$ cat src/pcd_pkg.sv
// ----------------------------------------------------------------------------
// pcd_pkg
// Shared constants and types of the particle charge deposition core.
// ----------------------------------------------------------------------------
package pcd_pkg;

    localparam int GRID_SIZE = 32;
    localparam int CELL_W    = 5;
    localparam int CELLS     = GRID_SIZE * GRID_SIZE * GRID_SIZE;
    localparam int ADDR_W    = 3 * CELL_W;
    localparam int FRAC_W    = 16;
    localparam int POS_W     = 21;
    localparam int PW_W      = 24;
    localparam int CHG_W     = 8;
    localparam int DENS_W    = 32;
    localparam int CFG_W     = 24;
    localparam int CFG_IDX_W = 2;
    localparam int WGT_W     = FRAC_W + 1;

    localparam logic [WGT_W-1:0] ONE_Q16 = WGT_W'(65536);

    localparam logic [CFG_IDX_W-1:0] CFG_DIMENSION     = 2'd0;
    localparam logic [CFG_IDX_W-1:0] CFG_TIME_CENTERED = 2'd1;
    localparam logic [CFG_IDX_W-1:0] CFG_CHARGE_SCALE  = 2'd2;

    localparam logic CMD_DEPOSIT = 1'b0;
    localparam logic CMD_READ    = 1'b1;

    typedef struct packed {
        logic              load;
        logic              prep;
        logic              mul_xy;
        logic              mul_z;
        logic              mul_c;
        logic              mul_q;
        logic              mem_rd;
        logic              wr_sum;
        logic              out_load;
        logic              clr_wr;
        logic [2:0]        corner;
        logic [ADDR_W-1:0] clr_addr;
    } t_dp_cmd;

    typedef struct packed {
        logic skip;
        logic out_free;
    } t_dp_sts;

endpackage

$ cat src/pcd_ctrl.sv
// ----------------------------------------------------------------------------
// pcd_ctrl
// Sequencer: grid clearing pass, corner walk of a deposit, read and clear.
// ----------------------------------------------------------------------------
module pcd_ctrl (
    input  logic             i_clk,
    input  logic             i_rst_n,
    input  logic             i_in_valid,
    input  logic             i_command,
    input  pcd_pkg::t_dp_sts i_sts,
    output logic             o_in_stall,
    output pcd_pkg::t_dp_cmd o_cmd
);
    import pcd_pkg::*;

    localparam logic [3:0] S_CLR    = 4'd0;
    localparam logic [3:0] S_IDLE   = 4'd1;
    localparam logic [3:0] S_PREP   = 4'd2;
    localparam logic [3:0] S_CORNER = 4'd3;
    localparam logic [3:0] S_MW     = 4'd4;
    localparam logic [3:0] S_MM     = 4'd5;
    localparam logic [3:0] S_MQ     = 4'd6;
    localparam logic [3:0] S_WR     = 4'd7;
    localparam logic [3:0] S_RDA    = 4'd8;
    localparam logic [3:0] S_RDO    = 4'd9;

    localparam logic [ADDR_W-1:0] LAST_ADDR = ADDR_W'(CELLS - 1);

    logic [3:0]        r_state, n_state;
    logic [2:0]        r_idx, n_idx;
    logic [ADDR_W-1:0] r_clr, n_clr;
    logic              accept;

    assign o_in_stall = (r_state != S_IDLE);
    assign accept     = i_in_valid && !o_in_stall;

    always_comb begin
        n_state = r_state;
        n_idx   = r_idx;
        n_clr   = r_clr;
        o_cmd   = '0;
        o_cmd.corner   = r_idx;
        o_cmd.clr_addr = r_clr;
        unique case (r_state)
            S_CLR: begin
                o_cmd.clr_wr = 1'b1;
                n_clr = r_clr + 1'b1;
                if (r_clr == LAST_ADDR) begin
                    n_state = S_IDLE;
                end
            end
            S_IDLE: begin
                n_idx = '0;
                if (accept) begin
                    o_cmd.load = 1'b1;
                    n_state = (i_command == CMD_READ) ? S_RDA : S_PREP;
                end
            end
            S_PREP: begin
                o_cmd.prep = 1'b1;
                n_state = S_CORNER;
            end
            S_CORNER: begin
                if (i_sts.skip) begin
                    n_idx = r_idx + 1'b1;
                    if (r_idx == 3'd7) begin
                        n_state = S_IDLE;
                    end
                end else begin
                    o_cmd.mul_xy = 1'b1;
                    o_cmd.mem_rd = 1'b1;
                    n_state = S_MW;
                end
            end
            S_MW: begin
                o_cmd.mul_z = 1'b1;
                n_state = S_MM;
            end
            S_MM: begin
                o_cmd.mul_c = 1'b1;
                n_state = S_MQ;
            end
            S_MQ: begin
                o_cmd.mul_q = 1'b1;
                n_state = S_WR;
            end
            S_WR: begin
                o_cmd.wr_sum = 1'b1;
                n_idx = r_idx + 1'b1;
                n_state = (r_idx == 3'd7) ? S_IDLE : S_CORNER;
            end
            S_RDA: begin
                o_cmd.mem_rd = 1'b1;
                n_state = S_RDO;
            end
            S_RDO: begin
                if (i_sts.out_free) begin
                    o_cmd.out_load = 1'b1;
                    n_state = S_IDLE;
                end
            end
            default: begin
                n_state = S_IDLE;
            end
        endcase
    end

    always_ff @(posedge i_clk) begin
        if (!i_rst_n) begin
            r_state <= S_CLR;
            r_idx   <= '0;
            r_clr   <= '0;
        end else begin
            r_state <= n_state;
            r_idx   <= n_idx;
            r_clr   <= n_clr;
        end
    end

endmodule

$ cat config.mk
export PLATFORM = sky130hd
export DESIGN_NAME = pcd_ctrl
export DESIGN_NICKNAME = d
export VERILOG_FILES = /design/src/pcd_pkg.sv /design/src/pcd_ctrl.sv
export SDC_FILE = /design/constraint.sdc
export NUM_CORES = 1
export LEC_CHECK = 0
export BUFFER_PORTS_ARGS = -buffer_cell sky130_fd_sc_hd__buf_2
export CAP_MARGIN = 20
export CORE_MARGIN = 5
export CORE_UTILIZATION = 36
export CTS_BUF_LIST = sky130_fd_sc_hd__clkbuf_8 sky130_fd_sc_hd__clkbuf_16
export CTS_CLUSTER_DIAMETER = 200
export DETAILED_ROUTE_END_ITERATION = 7
export GPL_ROUTABILITY_DRIVEN = 1
export GPL_TIMING_DRIVEN = 0
export SYNTH_ARGS = -nofsm -noshare
export SYNTH_HDL_FRONTEND = slang
export SYNTH_SLANG_ARGS = --single-unit
$ cat constraint.sdc
create_clock -name i_clk -period 2.89 [get_ports i_clk]
set_input_delay 0.1445 -clock i_clk [delete_from_list [all_inputs] [get_ports i_clk]]
set_output_delay 0.1445 -clock i_clk [all_outputs]
set_load 0.01 [all_outputs]
* After elaboration in Yosys (flattened, before gate mapping)
Cells that the tools add are included.
** Storage, ports and cells
- Register bits :: 22
- Bits of input ports :: 6
- Logic and storage cells :: 51
** Cells by class
- $add $sub $neg :: 2
- Equal/unequal tests :: 17
- Muxes and demuxes :: 23
- Reductions and logical operators :: 6
** Operators by type and width (count)
- 4-bit one-hot mux with 10 select lines :: 1
- 4-bit 2-to-1 mux :: 6
- 4-bit by 3-bit == test with 1-bit output (second input constant) :: 4
- 15-bit by 1-bit adder with 15-bit output (second input constant) :: 1
- 15-bit == test (second input constant) :: 1
- 1-bit 2-to-1 mux :: 12
- 3-bit one-hot mux with 3 select lines :: 1
- 4-bit by 2-bit == test with 1-bit output (second input constant) :: 2
- 4-bit == test (second input constant) :: 2
- 2-bit != test (second input constant) :: 4
- 4-bit by 1-bit == test with 1-bit output (second input constant) :: 1
- 4-bit zero test :: 1
- 4-bit by 1-bit != test with 1-bit output (second input constant) :: 1
- 4-bit AND reduction :: 1
- 3-bit by 1-bit adder with 3-bit output (second input constant) :: 1
- 3-bit == test (second input constant) :: 1
- 3-bit 2-to-1 mux :: 1
- 3-bit != test (second input constant) :: 1
- 3-bit nonzero test :: 1
- 2-bit 2-to-1 mux :: 1
- 1-bit one-hot mux with 2 select lines :: 1
- 2-bit AND reduction :: 1
- 1-bit logical AND :: 1
- 1-bit zero test :: 1

* Logic depth before layout (Yosys ltp)
Gate-level depths: netlist (run 1).
- Depth after elaboration :: 5
- Depth in mapped cells :: 6

* Worst setup path before layout (run 1)
No wires, ideal clock.
- Path kind :: flip-flop to flip-flop
- Start :: reg r_state[0]
- End :: reg r_clr[13]
- Library setup time :: 0.059 ns
- Arrival :: 1.832 ns
- Data required time :: 2.831 ns
- Setup slack :: 0.999 ns
- Stages on the path, launching flop included :: 5
- Path buffers :: 0
- Period minus slack after synthesis :: 1.891 ns
- Path through :: dfxtp_1 or4_4 or4_4 or4_1 nand2_1
** On the way
- Longest elaborated chain between the ends :: 1
** RTL lines
- from (decl) :: line pcd_ctrl.sv:29 : logic [3:0] r_state, n_state;
- from (signal assigned) :: line pcd_ctrl.sv:114 : r_state <= n_state;
- 4-bit zero test :: line pcd_ctrl.sv:44 : unique case (r_state)
- to (signal assigned) :: line pcd_ctrl.sv:116 : r_clr <= n_clr;
- to (decl) :: line pcd_ctrl.sv:31 : logic [ADDR_W-1:0] r_clr, n_clr;
No other way between the ends.
A chain may end at the register's enable or synchronous reset.

* Worst setup path after layout (run 1)
- Start :: reg r_state[1]
- End :: reg r_clr[13]
The elaborated chain is that of the path after synthesis.

==> results by group, run 1 <==
CTS
  – CTS tree: yes
  – H-tree levels: 1
  – Clk buf depth: 2
  – Clock transition at path regs: 0.08 ns
  – Root Buffer: clkbuf_8
  – Cts repair resizes: 0
  – Clock latency on the worst-skew pair: roughly 0.26 ns
  – Cts bufs inserted: 3
  – Post-CTS setup buffer count: 0
  – CTS sink cnt: 22
  – CTS Hold Bufs: 0

Critical path
  – Critical Path AT: between 2 and 2.5 ns
  – Critical-path cell list: or4_4, or4_4, or4_1, nand2_1
  – Launching element type of the critical path: flip-flop
  – Worst Setup End Kind: flip-flop
  – Top Family by Delay on Critical Path: simple AND/OR/NAND/NOR gates
  – CP Buf/Inv Count: 0
  – CP Class: reg -> reg
  – CP Max Fanout: 6
  – Flop-to-flop setup slack: 0.90 ns
  – Critical-path top delay cell: or4_4
  – CP most frequent cell: or4_4
  – CP required: 3.09 ns
  – Max stage delay on crit path: 0.59 ns

STA
  – Period utilization: a little under 70%
  – Setup_tns: 0 ns
  – Max-slew headroom: 68.47%
  – Worst-margin pin slew: between 0.4 and 0.5 ns
  – Final Slew Violations: 0
  – Hold slack: 0.1662 ns
  – Fin. Hold Viols: 0
  – Finish-stage setup viols: 0
  – Fmax: 501.3 MHz
  – RSZ-0062 raised after global routing: false
  – Clk_skew: roughly 0.0050 ns
  – Fin crit period: ~2.0 ns

Cells and area
  – Final Util: 47.60%
  – Fraction of layout instances using a drive strength above 1: 23.37%
  – Area Growth Syn to Fin: 25.38%
  – Antenna cells: 0
  – FILL cells: 323
  – Nets@finish: a little under 200

Synth
  – Post-synth EDFFs: 0
  – Synth area leader: dfxtp_1
  – Simple-gate share of the synthesized area: between 30% and 40%
  – Top post-synthesis cells by area: dfxtp_1 38%, nor2_1 6.1%, xnor2_1 5.2%, nand2_1 3.9%, ha_1 3.2%
  – Most frequent cells after synthesis: 22 x dfxtp_1, 19 x nor2_1, 12 x nand2_1, 7 x xnor2_1
  – Number of synthesized register bits: 22
  – Synth Area in XOR/XNOR: 6.745%
  – Synth Flop Type: dfxtp_1
  – Ys async rst share: 0%
  – Count leader, synth: dfxtp_1
  – Share of the synthesized area in the top cell type: 37.69%
  – Main combinational cell family by area after synthesis: simple AND/OR/NAND/NOR gates
  – Synth warn: 0
  – Gate count of the mapped netlist: around 150
  – Compound-Gate Fraction of Synth Area: 11.35%
  – Synth unique cells: 34
  – Seq/Total Area, Yosys: 37.69%
  – Post-Syn Nets: 155
  – Synth Area in Adders: 3.212%
  – Mux contribution to synthesized area: under 10%
  – Syn Area/Cell: 8.004 um^2
  – Synthesized cell area: 0.001169 mm^2

Global route
  – Total GRT Usage: 12.72%
  – Met3 Usage GRT: under 10%
  – Largest net degree at the start of global routing: 14
  – Gr ovfl total: 0
  – Met1 Use GR: around 17%
  – Vias in the first global route: 1018
  – First-pass GRT wire length: 4.498 mm
  – Most used routing layer: met2
  – Grt met2 use: ~21%
  – Initial antenna violation count: 0

Floorplan
  – Std cell rows: 20
  – Core Area: 0.003078 mm^2
  – Starting density of the core: 37.97%
  – Die ar.: 0.004486 mm^2
  – Die H: 66.98 um
  – I/O pins: 35
  – Die Wd: approximately 67 um

Detailed routing
  – Drt pass-1 iters: 4
  – Final WL: 2.713 mm
  – DRC: 0
  – Wirelength per Cell: 11.90 um
  – 1st-iter DRT viols: between 40 and 50
  – Vias: 1137
  – Detail Route Antenna Nets: 0
  – Vias per cell: 4.987

Outcome
  – Status: finished, final reports clean

Place
  – RD Place Congestion: 0.8668
  – Hpwl dp: 2.129 mm
  – Port Buffer Count: 34

Min path
  – Worst Hold Class: in -> reg

Power
  – Total Power: 770.0 uW
  – PwrDens: roughly 530 mW/mm^2
  – IR Drop Worst-Case VDD: 0.0003460 V
  – Leak: approximately 0.61 nW

Flow run
  – Max-cap viol count: 0
==> flip-flops by register name, summed over array words and instances, names as in the netlist <==
name / flops
r_idx: 3
r_state: 4
r_clr: 15
==> where the power goes <==
group / total, mW / internal (mW) / switching, mW
Clock: 0.281 / 0.185 / 0.0966
Sequential: 0.341 / 0.322 / 0.0189
Combinational: 0.148 / 0.0600 / 0.0878
Total: 0.770 / 0.567 / 0.203
==> cells in the final DEF (no fill, tap or decap) <==
master / netlist / final
a21oi_1: 6 / 6
a22oi_1: 3 / 3
a31o_2: 1 / 1
and3_1: 3 / 3
and4b_1: 1 / 1
buf_1: 1 / 1
buf_2: 0 / 34
bufinv_16: 0 / 1
clkbuf_1: 6 / 6
clkbuf_8: 0 / 3
dfxtp_1: 22 / 22
ha_1: 3 / 3
inv_1: 6 / 6
mux2i_1: 3 / 3
nand2_1: 12 / 12
nand2b_1: 2 / 2
nand3_1: 5 / 5
nand3b_1: 1 / 1
nand4_1: 3 / 3
nor2_1: 19 / 19
nor2b_1: 5 / 5
nor3_1: 6 / 6
nor3b_1: 2 / 2
nor4_1: 5 / 5
nor4b_1: 1 / 1
o211ai_1: 1 / 1
o21a_1: 1 / 1
o21ai_0: 6 / 6
o221ai_1: 1 / 1
o31a_1: 1 / 1
o41ai_1: 1 / 1
or2_2: 2 / 2
or3_1: 4 / 4
or4_1: 2 / 2
or4_4: 2 / 2
xnor2_1: 7 / 7
xor2_1: 2 / 2
==> cells by family after synthesis <==
group                    count (synthesis)
adder cells (fa/ha/maj)                  3
AND/OR/NAND/NOR                         75
AO/OA/AOI/OAI                           21
XOR/XNOR                                 9
flip-flops                              22
buffers and inverters                   13
multiplexers                             3
==> layout make-up <==
cell class | instances | area [um^2] | share of cell area (%)
multi-input combinational | 111 | 679.4 | 46.37
sequential | 22 | 440.4 | 30.06
timing repair buffer | 34 | 170.2 | 11.61
tap | 44 | 55.05 | 3.757
clock buffer | 3 | 41.29 | 2.818
clock inverter | 1 | 30.03 | 2.050
buffer | 7 | 26.28 | 1.793
inverter | 6 | 22.52 | 1.537
==> worst paths after layout <==
path | from | end | cells after the start
worst max-delay path | r_state[1] | r_clr[13] | 4
worst min-delay path | i_rst_n | r_state[0] | 2
worst max register to register | r_state[1] | r_clr[13] | 4
worst min register to register | r_clr[1] | r_clr[1] | 2
==> metal layers <==
layer	vias to the layer above	part of all wire [%]	wire length [um]
met3	4	6.6	178
met4	0	1.0	27
li1	600	-	-
met1	503	49	1328
met2	30	43	1179
met5	-	0	0
==> through the flow <==
stage / area (um^2) / cells / setup slack (ns)
2_1_floorplan: 1169 / 146 / 0.9986
3_3_place_gp: 1394 / 224 / 0.9296
3_5_place_dp: 1394 / 224 / 0.9248
4_1_cts: 1465 / 228 / 0.8902
5_1_grt: 1465 / 228 / 0.8439
6_report: 1465 / 228 / 0.8951
No activity file was read; power rests on OpenSTA's default activity.
==> run 2, diff against run 1 <==
Settings changed: ABC_AREA set to 1.
Clock period 2.89 ns to 1.65 ns, I/O delays scaled along.
==> run 2 against run 1 <==
  * Critical endpoint is now o_cmd[21]
  * Clock skew is 0.00079 ns lower
  * Via count up 9.1%
  * Power increased by 26%
  * Largest power group unchanged
==> results by group, run 2 <==
CTS
  – CTS sink cnt: 22 (unchanged)
  – Clk buf depth: 2 (unchanged)
  – Clock latency on the worst-skew pair: 0.26 ns (about the same)
  – Root Buffer: clkbuf_8 (unchanged)
  – Clock transition at path regs: 0.07 ns (was 0.08 ns)
  – Cts bufs inserted: 3 (unchanged)
  – H-tree levels: 1 (unchanged)
  – Post-CTS setup buffer count: 0 (unchanged)
  – CTS tree: yes (unchanged)

STA
  – Fmax: between 600 and 700 MHz
  – Worst-margin pin slew: 0.4991 ns (was 0.4729 ns)
  – Fin crit period: 1.439 ns
  – Finish-stage setup viols: 0 (unchanged)
  – Final Slew Violations: 0 (unchanged)
  – Setup_tns: 0 ns (unchanged)
  – Clk_skew: 0.004206 ns (was 0.004993 ns)
  – Period utilization: between 80% and 90%
  – Fin. Hold Viols: 0 (unchanged)
  – Max-slew headroom: 66.72% (was 68.47%)
  – RSZ-0062 raised after global routing: false (unchanged)

Critical path
  – RR Startpoint: r_clr[0] (was r_state[1])
  – Critical-path cell list: inv_2, nand2_1, nor2_2, nand2_1, nand2_1, buf_2 (was or4_4, or4_4, or4_1, nand2_1)
  – Critical Path AT: 1.36 ns (was 2.20 ns)
  – Launching element type of the critical path: flip-flop (unchanged)
  – Worst Setup End Kind: output pin (was flip-flop)
  – Max stage delay on crit path: 0.47 ns (was 0.59 ns)
  – Worst Reg-to-Reg Cells: 7 (was 4)
  – Critical-path top delay cell: dfxtp_1 (was or4_4)
  – CP Class: reg -> out (was reg -> reg)
  – CP Max Fanout: 5 (was 6)
  – CP required: 1.57 ns (was 3.09 ns)
  – Flop-to-flop setup slack: 0.24 ns (was 0.90 ns)
  – Reg2reg end: r_clr[12] (was r_clr[13])
  – CP most frequent cell: nand2_1 (was or4_4)

Synth
  – Synth area leader: dfxtp_1 (unchanged)
  – Post-synth EDFFs: 0 (unchanged)
  – Number of synthesized register bits: 22 (unchanged)
  – Synth unique cells: 23 (was 34)
  – Count leader, synth: nand2_1 (was dfxtp_1)
  – Share of the synthesized area in the top cell type: 34.78% (was 37.69%)
  – Ys async rst share: 0% (unchanged)
  – Syn Area/Cell: 6.664 um^2 (was 8.004 um^2)
  – Most frequent cells after synthesis: 37 x nand2_1, 31 x inv_1, 26 x nor2_1, 22 x dfxtp_1, 13 x a21oi_1 (was 22 x dfxtp_1, 19 x nor2_1, 12 x nand2_1, 7 x xnor2_1)
  – Post-Syn Nets: 199 (was 155)
  – Gate count of the mapped netlist: 190 (was 146)
  – Synthesized cell area: 0.001266 mm^2 (was 0.001169 mm^2)
  – Synth Flop Type: dfxtp_1 (unchanged)
  – Top post-synthesis cells by area: dfxtp_1 35%, nand2_1 11%, inv_1 9.2%, nor2_1 7.7%, nor2_4 5.3% (was dfxtp_1 38%, nor2_1 6.1%, xnor2_1 5.2%, nand2_1 3.9%, ha_1 3.2%)
  – Synth warn: 0 (unchanged)
  – Seq/Total Area, Yosys: 34.78% (was 37.69%)

Floorplan
  – Std cell rows: 21 (was 20)
  – Die Wd: 69.31 um (was 66.98 um)
  – I/O pins: 35 (unchanged)
  – Starting density of the core: 37.65% (was 37.97%)
  – Die ar.: 0.004803 mm^2 (was 0.004486 mm^2)
  – Core Area: 0.003363 mm^2 (was 0.003078 mm^2)
  – Die H: 69.31 um (was 66.98 um)

Place
  – RD Place Congestion: 0.8181 (was 0.8668)
  – Port Buffer Count: 34 (unchanged)
  – Hpwl dp: 2.240 mm (was 2.129 mm)

Cells and area
  – Final Util: 46.21% (was 47.60%)
  – Top flop regs: r_clr x15, r_state x4, r_idx x3 (unchanged)
  – Antenna cells: 0 (unchanged)
  – Fraction of layout instances using a drive strength above 1: 25.88% (was 23.37%)
  – Area Growth Syn to Fin: 22.73% (was 25.38%)
  – Most flops, register: r_clr (unchanged)
  – Most common cell after layout, fill and taps aside: nand2_1 (was buf_2)
  – Nets@finish: 238 (was 194)
  – Most frequent cells in the layout: 37 x nand2_1, 35 x buf_2, 31 x inv_1 (was 34 x buf_2, 22 x dfxtp_1, 19 x nor2_1)
  – FILL cells: 384 (was 323)
  – Max reg flops: 15 (unchanged)

Power
  – Internal power: 766.7 uW (was 566.8 uW)
  – Leak: 0.7427 nW (was 0.6063 nW)
  – Clk pwr share: 39.2% (was 36.6%)
  – Net Sw Power: 201.4 uW (was 203.2 uW)
  – IR Drop Worst-Case VDD: 0.0004124 V (was 0.0003460 V)
  – Reg power frac: 56.2% (was 44.3%)
  – Logic pwr share: 4.6% (was 19.2%)
  – PwrDens: 623.0 mW/mm^2 (was 525.6 mW/mm^2)
  – Total Power: 968.1 uW (was 770.0 uW)
  – Sw Share: 20.80% (was 26.39%)

Min path
  – Min-delay src: i_rst_n (unchanged)
  – Worst Hold Class: in -> reg (unchanged)
  – Hold endpoint: r_clr[14] (was r_state[0])
  – Hold Path Depth: 3 (was 2)

Outcome
  – Status: finished, final reports clean (unchanged)

Detailed routing
  – Vias per cell: 4.526 (was 4.987)
  – Final WL: 2.776 mm (was 2.713 mm)
  – 1st-iter DRT viols: 83 (was 45)
  – Drt pass-1 iters: 4 (unchanged)
  – Wirelength per Cell: 10.13 um (was 11.90 um)
  – Uppermost layer routed: met4 (unchanged)
  – Met2 routed WL: 1.211 mm (was 1.179 mm)
  – Vias: 1240 (was 1137)
  – M1 WL: 1.419 mm (was 1.328 mm)
  – Met3 wire len: 95 um (was 178 um)
  – Detail Route Antenna Nets: 0 (unchanged)
  – DRC: 0 (unchanged)

Global route
  – Vias in the first global route: 1184 (was 1018)
  – Initial antenna violation count: 0 (unchanged)
  – First-pass GRT wire length: 5.009 mm (was 4.498 mm)
  – Gr ovfl total: 0 (unchanged)
  – Total GRT Usage: 12.28% (was 12.72%)
  – Largest net degree at the start of global routing: 13 (was 14)

Flow run
  – Max-cap viol count: 0 (unchanged)
==> run 2: final cells by class <==
type                    count  area [um^2]  area share (%)
plain buffers               2        8.758          0.5636
clock buffers               4        55.05           3.543
inverters                  34        127.6           8.213
multi-input cells         132        694.4           44.69
flip-flops and latches     22        440.4           28.34
well taps                  46        57.56           3.704
repair buffers             34        170.2           10.95
==> run 2: critical path: cells and delay by family, from the launching register on <==
family | cells | cell delay [ns]
buffers and inverters | 2 | 0.22
flip-flops | 1 | 0.47
AND/OR/NAND/NOR | 4 | 0.41
==> run 2: per-stage QoR <==
step	area, um^2	cells	setup WS, ns	hold WS [ns]
final	1554	274	0.2107	0.08603
after global placement	1494	270	0.2006	0.3617
after CTS	1549	274	0.1930	0.07365
after global routing	1554	274	0.08350	0.1063
after floorplan	1266	190	0.2915	0.2209
after detailed placement	1494	270	0.2037	0.3571
==> run 2: what timing repair did <==
item / CTS / global route
endpoints found under the setup margin: 0 / 2
hold endpoints to repair: 0 / 0
gates resized for setup: 0 / 1
hold buffers: 0 / 0
==> run 2: cells by family (layout without fill, tap and decap cells) <==
logic type | count (synthesis) | in the layout | synth area share [%]
AOI/OAI and AO/OA | 29 | 29 | 11.86
DFF | 22 | 22 | 34.78
buffers and inverters | 36 | 74 | 10.77
adders and majority gates | 3 | 3 | 2.965
and+or+nand+nor | 98 | 98 | 38.24
xor gates and xnor gates | 2 | 2 | 1.384
==> run 2: worst max-delay path by stage <==
| stage | start | to | slack [ns] |
|---|---|---|---|
| 2_1_floorplan | r_clr[1] | r_clr[12] | 0.29 |
| 3_3_place_gp | r_idx[0] | r_state[3] | 0.20 |
| 3_5_place_dp | r_idx[0] | r_state[3] | 0.20 |
| 4_1_cts | r_idx[0] | r_state[3] | 0.19 |
| 5_1_grt | r_clr[0] | r_clr[12] | 0.08 |
| 6_report | r_state[3] | o_cmd[21] | 0.21 |
==> run 2: power by group through the flow <==
stage	combinational, mW	clock, mW	sequential (mW)
2_1_floorplan	0.0230	0	0.558
3_3_place_gp	0.0448	0	0.557
3_5_place_dp	0.0450	0	0.557
4_1_cts	0.0453	0.395	0.544
5_1_grt	0.0532	0.410	0.546
6_report	0.0449	0.379	0.544
==> run 2: per-layer routing <==
metal  vias up  track usage (%)
li1        677                -
met5         -                0
met3         5            2.319
met1       539            16.78
met2        19            18.75
met4         0            5.206
